===== config.mk =====
export PLATFORM = sky130hd
export DESIGN_NAME = gbr_ctrl
export DESIGN_NICKNAME = d
export VERILOG_FILES = /design/src/design/gbr_pkg.sv /design/src/design/gbr_ctrl.sv
export SDC_FILE = /design/constraint.sdc
export NUM_CORES = 1
export LEC_CHECK = 0
export BUFFER_PORTS_ARGS = -buffer_cell sky130_fd_sc_hd__buf_4
export CORE_MARGIN = 2
export CORE_UTILIZATION = 46
export DETAILED_ROUTE_END_ITERATION = 10
export PLACE_DENSITY_LB_ADDON = 0.25
export SLEW_MARGIN = 5
export SYNTH_ARGS = -nofsm -noshare
export SYNTH_HDL_FRONTEND = slang
export SYNTH_SLANG_ARGS = --single-unit

===== constraint.sdc =====
create_clock -name clk -period 3 [get_ports clk]
set_clock_uncertainty 0.2 [all_clocks]
set_input_delay 0.9 -clock clk [delete_from_list [all_inputs] [get_ports clk]]
set_output_delay 0.9 -clock clk [all_outputs]
set_load 0.03 [all_outputs]

===== src/design/gbr_pkg.sv =====
// Package for the gamma bitstream reader.
// Holds field widths, command and state codes, and the controller/datapath structs.
// No dependencies.
package gbr_pkg;

  localparam int LEN_W           = 13;   // stream length and byte cursor
  localparam int ADDR_IN_W       = 12;   // load address field
  localparam int BYTE_W          = 8;
  localparam int CNT_W           = 4;
  localparam int VAL_W           = 16;
  localparam int POS_W           = 3;
  localparam int LEFT_W          = 16;   // holds any zero-run length of a full stream
  localparam int STORE_DEPTH_DEF = 4096;

  localparam logic [CNT_W-1:0] MAX_BITS = CNT_W'(8);

  typedef enum logic [2:0] {
    CMD_LOAD    = 3'd0,
    CMD_RESTART = 3'd1,
    CMD_BIT     = 3'd2,
    CMD_FIXED   = 3'd3,
    CMD_ALIGNED = 3'd4,
    CMD_GAMMA   = 3'd5,
    CMD_HYBRID  = 3'd6
  } gbr_cmd_t;

  typedef enum logic [2:0] {
    ST_IDLE,
    ST_DECODE,
    ST_BIT,
    ST_FETCH,
    ST_ALIGN,
    ST_OUT
  } gbr_state_t;

  typedef enum logic [1:0] {
    PH_ZEROS,
    PH_TAIL,
    PH_FIXED
  } gbr_phase_t;

  typedef struct packed {
    logic latch;
    logic load_wr;
    logic restart;
    logic acc_clear;
    logic acc_one;
    logic acc_shift;
    logic left_load_count;
    logic left_clear;
    logic left_inc;
    logic left_dec;
    logic ram_rd;
    logic fetch_take;
    logic bit_adv;
    logic align_take;
    logic g_save;
    logic set_fault;
    logic out_load;
  } gbr_ctl_t;

  typedef struct packed {
    gbr_cmd_t cmd;
    logic     count_zero;
    logic     pos_zero;
    logic     at_end;
    logic     bit_held;
    logic     bit_fetch;
    logic     left_one;
    logic     left_zero;
    logic     out_free;
  } gbr_sts_t;

endpackage


===== src/design/gbr_ctrl.sv =====
// Controller of the gamma bitstream reader: sequences decode, bit steps,
// byte fetches and the result hand-off. Depends on gbr_pkg.
module gbr_ctrl (
  input  logic              clk,
  input  logic              rst_n,
  input  logic              in_valid,
  output logic              in_ready,
  input  gbr_pkg::gbr_sts_t sts,
  output gbr_pkg::gbr_ctl_t ctl
);

  import gbr_pkg::*;

  gbr_state_t state_r, state_nxt;
  gbr_phase_t phase_r, phase_nxt;
  logic       take;
  logic       take_bit;
  logic       gamma_done;

  always_ff @(posedge clk) begin
    if (!rst_n) begin
      state_r <= ST_IDLE;
      phase_r <= PH_ZEROS;
    end else begin
      state_r <= state_nxt;
      phase_r <= phase_nxt;
    end
  end

  always_comb begin
    state_nxt  = state_r;
    phase_nxt  = phase_r;
    ctl        = '0;
    in_ready   = 1'b0;
    take       = 1'b0;
    take_bit   = 1'b0;
    gamma_done = 1'b0;

    unique case (state_r)
      ST_IDLE: begin
        in_ready = 1'b1;
        if (in_valid) begin
          ctl.latch = 1'b1;
          state_nxt = ST_DECODE;
        end
      end
      ST_DECODE: begin
        unique case (sts.cmd) inside
          CMD_LOAD: begin
            ctl.load_wr = 1'b1;
            state_nxt   = ST_OUT;
          end
          CMD_RESTART: begin
            ctl.restart = 1'b1;
            state_nxt   = ST_OUT;
          end
          CMD_BIT, CMD_FIXED: begin
            ctl.acc_clear       = 1'b1;
            ctl.left_load_count = 1'b1;
            phase_nxt           = PH_FIXED;
            state_nxt           = sts.count_zero ? ST_OUT : ST_BIT;
          end
          CMD_ALIGNED: begin
            if (sts.at_end) begin
              ctl.set_fault = 1'b1;
              state_nxt     = ST_OUT;
            end else begin
              ctl.ram_rd = 1'b1;
              state_nxt  = ST_ALIGN;
            end
          end
          CMD_GAMMA, CMD_HYBRID: begin
            ctl.acc_one    = 1'b1;
            ctl.left_clear = 1'b1;
            phase_nxt      = PH_ZEROS;
            state_nxt      = ST_BIT;
          end
          default: state_nxt = ST_OUT;
        endcase
      end
      ST_BIT: begin
        if (sts.pos_zero) begin
          // The held byte is used up, so the next bit needs a fresh byte.
          if (sts.at_end) begin
            ctl.set_fault = 1'b1;
            state_nxt     = ST_OUT;
          end else begin
            ctl.ram_rd = 1'b1;
            state_nxt  = ST_FETCH;
          end
        end else begin
          take     = 1'b1;
          take_bit = sts.bit_held;
        end
      end
      ST_FETCH: begin
        ctl.fetch_take = 1'b1;
        take           = 1'b1;
        take_bit       = sts.bit_fetch;
        state_nxt      = ST_BIT;
      end
      ST_ALIGN: begin
        ctl.align_take = 1'b1;
        state_nxt      = ST_OUT;
      end
      ST_OUT: begin
        if (sts.out_free) begin
          ctl.out_load = 1'b1;
          state_nxt    = ST_IDLE;
        end
      end
      default: state_nxt = ST_IDLE;
    endcase

    if (take) begin
      ctl.bit_adv = 1'b1;
      unique case (phase_r)
        PH_FIXED: begin
          ctl.acc_shift = 1'b1;
          ctl.left_dec  = 1'b1;
          if (sts.left_one) begin
            state_nxt = ST_OUT;
          end
        end
        PH_ZEROS: begin
          if (!take_bit) begin
            ctl.left_inc = 1'b1;
          end else if (sts.left_zero) begin
            gamma_done = 1'b1;
          end else begin
            phase_nxt = PH_TAIL;
          end
        end
        PH_TAIL: begin
          ctl.acc_shift = 1'b1;
          ctl.left_dec  = 1'b1;
          if (sts.left_one) begin
            gamma_done = 1'b1;
          end
        end
        default: state_nxt = ST_OUT;
      endcase

      if (gamma_done) begin
        if (sts.cmd == CMD_HYBRID) begin
          // Keep gamma-1 and go on with the fixed low bits.
          ctl.g_save          = 1'b1;
          ctl.left_load_count = 1'b1;
          phase_nxt           = PH_FIXED;
          if (sts.count_zero) begin
            state_nxt = ST_OUT;
          end
        end else begin
          state_nxt = ST_OUT;
        end
      end
    end
  end

  a_fetch_after_bit: assert property (@(posedge clk) disable iff (!rst_n)
    (state_r == ST_FETCH) |-> $past(state_r == ST_BIT && sts.pos_zero))
    else $error("fetch state entered without an empty held byte");

  a_decode_after_accept: assert property (@(posedge clk) disable iff (!rst_n)
    (state_r == ST_DECODE) |-> $past(in_valid && in_ready))
    else $error("decode without an accepted transaction");

endmodule


# Word level (Yosys, flattened, before mapping)
# Index checks and enable logic that the tools add are counted.
word_totals:
  ff_bits: 5
  inputBits: 14
  out_inout_bits: 18
  wordCells: 85
op_classes:
  n_eq_ne: 13
  n_mux: 63
  reduce_logical: 7
ops:
  columns: ["operator", "count"]
  rows:
  - ["$mux 1", 33]
  - ["$mux 3", 10]
  - ["$mux 2", 10]
  - ["$pmux 3 s6", 1]
  - ["$eq 3x3->1 const B", 5]
  - ["$eq 3x2->1 const B", 4]
  - ["$pmux 1 s2", 5]
  - ["$pmux 3 s3", 1]
  - ["$reduce_or 2->1", 4]
  - ["$eq 3x1->1 const B", 2]
  - ["$logic_not 3->1", 2]
  - ["$pmux 3 s2", 1]
  - ["$mux 4", 1]
  - ["$pmux 2 s2", 1]
  - ["$eq 2x1->1 const B", 1]
  - ["$eq 2x2->1 const B", 1]
  - ["$logic_not 2->1", 1]

# Depth between registers and ports, before layout
# Gate-level depths: netlist (run 1).
depth:
  word_depth: 10
  mapped_depth: 6
  depth_no_buf: 6

# Least setup slack after synthesis (run 1)
# OpenSTA, ideal clock, no wires.
synth_path:
  path_kind: "input -> output"
  startpoint: "input port sts[10] in the netlist's numbering"
  endpoint: "output port ctl[15] in the netlist's numbering"
  t_arrival_ns: 2.217
  slack_ns: -0.317
  cell_stages: 3
  path_cell_list: "buf_2 nor4b_1 nor3b_1"
synth_lines:
  columns: ["element", "line", "rtl"]
  rows:
  - ["from (decl)", "gbr_ctrl.sv:8", "input gbr_pkg::gbr_sts_t sts,"]
  - ["to (decl)", "gbr_ctrl.sv:9", "output gbr_pkg::gbr_ctl_t ctl"]

==> results of run 1 <==
report_power, final:
| part | switching [uW] | total, uW | internal [uW] | leakage [uW] |
|---|---|---|---|---|
| Sequential | 7.53 | 78.9 | 71.4 | 0.0000408 |
| Clock | 28.2 | 78.5 | 50.3 | 0.0000150 |
| Combinational | 80.5 | 152 | 71.4 | 0.000491 |
| Total | 116 | 309 | 193 | 0.000546 |
stage by stage:
stage | worst slack (ps) | util | instance area, um2 | std cells | power (uW)
after global routing | -231 | 0.758 | 1140 | 162 | 331
after global placement | -223 | 0.701 | 1060 | 153 | 222
final | -198 | 0.758 | 1140 | 162 | 309
after detailed placement | -234 | 0.701 | 1060 | 153 | 227
after CTS | -176 | 0.753 | 1130 | 161 | 311
after floorplan | -146 | - | 754 | 102 | 169
what timing repair did:
item	in CTS	in global routing
resized for setup	5	0
setup buffers	4	1
pin swaps	0	0
cloned	0	0
endpoints found under the setup margin	2	5
synth_stat cells (3+ instances only):
library cell,count
buf_2,3
nand2_1,3
clkbuf_1,3
o21ai_0,4
dfxtp_1,5
and2_1,5
inv_1,8
nor3_1,4
a21oi_1,7
ha_1,4
nor3b_1,5
nand2b_1,6
nor2_1,7
buf_4,3
nor2b_1,3
worst min-delay path: cells and delay by family (launching register included):
family	cells	cell delay [ps]
simple gates	1	60
flops	1	340
compound gates	1	140
flip-flops by register name, indices dropped and copies added (netlist names):
name     count
state_r      3
phase_r      2
cells by family after synthesis:
family                     Yosys count
and+or+nand+nor                     43
muxes                                1
DFF                                  5
buffers and inverters               17
adders and majority gates            4
AOI/OAI and AO/OA                   31
xor gates and xnor gates             1
final timing paths:
path	endpoint	slack [ps]	depth (start not counted)
worst max-delay path	ctl[10]	-200	6
worst min-delay path	phase_r[0]$_SDFF_PN0_	380	2
worst max register to register	state_r[0]$_SDFF_PN0_	820	9
worst min register to register	phase_r[0]$_SDFF_PN0_	380	2
routing by layer:
| metal | GRT usage | share of wire | up-vias |
|---|---|---|---|
| met1 | 0.298 | 0.39 | 431 |
| met2 | 0.485 | 0.55 | 35 |
| li1 | - | - | 451 |
| met3 | 0.0571 | 0.053 | 4 |
| met4 | 0.115 | 0.010 | 0 |
| met5 | 0 | 0 | - |
layout make-up:
class	instances	area [um2]	area share
Multi-Input combinational cell	80	583	0.510
Tap cell	16	20.0	0.0175
Sequential cell	5	100	0.0876
Timing Repair Buffer	49	383	0.335
Clock buffer	4	26.3	0.0230
Inverter	8	30.0	0.0263
==> metrics, run 1 <==
root buf cell=clkbuf_4; DRT iter0 DRCs=20; RSZ-0062 raised after global routing=true; main combinational cell family by area after synthesis=simple AND/OR/NAND/NOR gates; Worst Setup End Kind=primary output; I/O pins=32; share of the synthesized area in the top cell type=0.136; fin crit share=1.07; status=finished, violations left; GRT Total Usage=0.268; HP Start=phase_r[0]$_SDFF_PN0_; compound-cell area share of the yosys netlist=0.302; Worst Setup Slack, final=-198 ps; fmax=313 MHz; Top Family by Delay on Critical Path=simple AND/OR/NAND/NOR gates; Fill cells=120; Pwr Density=approximately 270 nW/um2; crit-path cells=buf_6, or3b_4, a211oi_4, o2111a_2, or2_4, buf_6; Synth cell types=between 40 and 50; Reg clk slew, reported paths=about 50 ps; Largest stage delay, worst path=between 300 and 400 ps; commonest non-fill, non-tap cell in the layout=buf_4; Crit Path Class=in2out; Num Clock Sinks=5; HP Class=reg2reg; Crit path top cell by count=buf_6; Mapped Cells=102; drt drc=0; CP max stage cell=or3b_4; Placer Congestion=0.792; vias per std cell=5.69; Area growth, synth to finish=55.0%; CTS tree=built; Worst R2R Start=phase_r[1]$_SDFF_PN0_; sequential area share after synthesis=0.136; top_reg_cell synth=dfxtp_1; final hold viol count=0; Post-DRT Antenna Nets=0; crit path buf inv count=2; CTS hold repair buffers=0; Static Leak=0.000546 uW; Synthesized Nets=120; vias in the first global route=924; Yosys reg bits=5; DIE AREA=slightly below 2000 um2; die height=44.0 um; first-pass GRT wire length=~4000 um; largest net degree at the start of global routing=17; mux contribution to synthesized area=0.0136; Total Wirelength=roughly 2100 um; share of cells above drive strength 1=0.404; beginning of the critical path=sts[6]; total congestion overflow=0; most area-consuming cells after synthesis=dfxtp_1, ha_1, nand2b_1; Max clock buf depth=2; Clock Latency Late Sink=250 ps; most frequent cells in the layout=buf_4, inv_1, nor2_1, a21oi_1, nand2b_1; Max Cap Viol=0; Slew Limit Fails=0; Setup crit start kind=primary input; antenna cells=0; Final setup viols=2; WHS=385 ps; CTS buffer count=3; Slew headroom=0.714; Mapped Area=approximately 740 um2; Sum Neg Setup Slack=-372 ps; Row Count=14; DIE WIDTH=between 40 and 50 um; nets=about 170; CP required=about 1900 ps; Initial Util=0.489; Max IR drop VDD=between 0.2 and 0.3 mV; yosys warns=0; H-Tree Depth=1; Synth area leader=dfxtp_1; Worst EP arrival=2100 ps; Avg Inst Size Synth=a little over 7 um2; Synth Area in Adders=0.0679; Post-synth EDFFs=0; Period minus WS final=roughly 3200 ps; core area=approximately 1500 um2; DRT Pass-1 Iters=4; Worst-Margin Slew=approximately 420 ps; Port Buffer Count=31; failing checks=setup timing; DP HPWL=~1700 um; initial antenna violation count=0; simple-gate portion of the synthesized area=0.362; drt wl/cell=about 13 um; crit path max fanout=2; via count=around 920; Post-synth ARST share=0; XOR/XNOR Fraction of Synth Area=0.0119
(Power assumes the default switching activity.)
==> run 2, diff against run 1 <==
- GPL_TIMING_DRIVEN: unset -> 0
- SKIP_CTS_REPAIR_TIMING: unset -> 1
- clock period: 3 -> 3.5 ns (I/O delays scaled with it)
==> run 2 against run 1 <==
The run still ends with setup timing left. Total power decreased by 16%. Count of clock-buffer cells in the layout did not move. Cell area fell by 6.2%. Largest cell class unchanged.
==> metrics, run 2 (synthesis gave the netlist of run 1 again) <==
CTS tree=built; Static Leak=0.000500 uW; crit path max fanout=4; Area growth, synth to finish=45.3%; R2R Path End=state_r[0]$_SDFF_PN0_; WHS Endpoint=phase_r[0]$_SDFF_PN0_; CP required=around 2300 ps; Largest stage delay, worst path=just over 400 ps; nets=~160; Pwr Density=roughly 240 nW/um2; RSZ-0062 raised after global routing=true; CP max stage cell=or3b_4; worst reg2reg setup slack=1570 ps; initial antenna violation count=0; Clock Latency Late Sink=around 240 ps; status=finished, violations left; Max IR drop VDD=between 0.2 and 0.3 mV; crit-path cells=buf_8, or3b_4, a211oi_4, o2111a_2, or2_4, buf_6; DIE AREA=1940 um2; Slew Limit Fails=0; Total Wirelength=2110 um; CTS buffer count=3; failing checks=setup timing; Placer Congestion=between 0.8 and 0.9; via count=863; Worst Setup End Kind=primary output; Worst-Margin Slew=approximately 520 ps; HP Start=phase_r[0]$_SDFF_PN0_; fin crit share=1.02; Largest register FFs=3; Row Count=14; final hold viol count=0; total congestion overflow=0; Worst Setup Slack, final=-77.4 ps; vias in the first global route=roughly 770; Initial Util=0.489; commonest non-fill, non-tap cell in the layout=buf_4; share of cells above drive strength 1=0.350; GRT Total Usage=0.213; fmax=~280 MHz; DRT iter0 DRCs=16; Worst R2R Start=phase_r[1]$_SDFF_PN0_; antenna cells=0; Setup crit start kind=primary input; Worst EP arrival=~2300 ps; Port Buffer Count=31; core area=about 1500 um2; Crit Path Class=in2out; root buf cell=clkbuf_4; Slew headroom=0.655; I/O pins=32; hold path depth=2; most frequent cells in the layout=buf_4, inv_1, nor2_1, a21oi_1, nand2b_1; worst r2r path cells=7; DRT Pass-1 Iters=4; vias per std cell=between 5 and 6; Reg clk slew, reported paths=50 ps; Num Clock Sinks=5; drt wl/cell=about 14 um; Final setup viols=1; Max Cap Viol=0; DP HPWL=1540 um; Pwr Total=~260 uW; Max clock buf depth=2; Most flops, register=state_r; die height=44.0 um; DIE WIDTH=about 44 um; largest net degree at the start of global routing=11; Period minus WS final=between 3000 and 4000 ps; largest registers=state_r (3), phase_r (2); first-pass GRT wire length=about 3100 um; HP Class=reg2reg; H-Tree Depth=1; Post-DRT Antenna Nets=0; drt drc=0; fin util=0.711
## run 2: metrics by stage
| stage | instance area (um2) | setup WS, ps | hold WS [ps] | TNS (ps) | instances |
|---|---|---|---|---|---|
| 6_report | 1070 | -77.4 | 360 | -77.4 | 156 |
| 4_1_cts | 1020 | -174 | 361 | -273 | 153 |
| 3_3_place_gp | 997 | -158 | 345 | -231 | 149 |
| 3_5_place_dp | 997 | -158 | 350 | -221 | 149 |
| 2_1_floorplan | 744 | 22.2 | 324 | 0 | 102 |
| 5_1_grt | 1070 | -101 | 407 | -125 | 156 |
## run 2: how the worst max path moves through the flow
stage,end,startpoint,slack [ps],depth (start not counted)
floorplan,ctl[10],sts[6],20,4
global placement,ctl[10],sts[6],-160,6
detailed placement,ctl[10],sts[6],-160,6
CTS,ctl[10],sts[6],-170,6
global route,ctl[10],sts[6],-100,6
finish,ctl[10],sts[6],-80,6
## run 2: report_power, final
group          internal [uW]  total, uW  switching [uW]
clock network           43.3       69.7            26.4
logic                   54.6        124            69.5
registers               61.1       66.2            5.07
total                    159        260             101
## run 2: cell type report
type / count / area [um2]
plain buffers: 9 / 48.8
repair buffers: 34 / 267
multi-input cells: 80 / 579
inverters: 8 / 30.0
flip-flops and latches: 5 / 100
clock buffers: 4 / 26.3
fillers: 134 / 435
well taps: 16 / 20.0
## run 2: layer usage
| layer | track usage | vias up | part of all wire | routed length [um] |
|---|---|---|---|---|
| met5 | 0 | - | 0 | 0 |
| met4 | 0.127 | 0 | 0.016 | 34 |
| met3 | 0.0122 | 4 | 0.047 | 99 |
| met2 | 0.341 | 21 | 0.51 | 1060 |
| met1 | 0.282 | 393 | 0.43 | 907 |
| li1 | - | 445 | - | - |
## run 2: critical path, delay by kind of cell
| family | cells | cell delay [ps] |
|---|---|---|
| buf+inv | 2 | 220 |
| simple gates | 2 | 530 |
| compound gates | 2 | 530 |
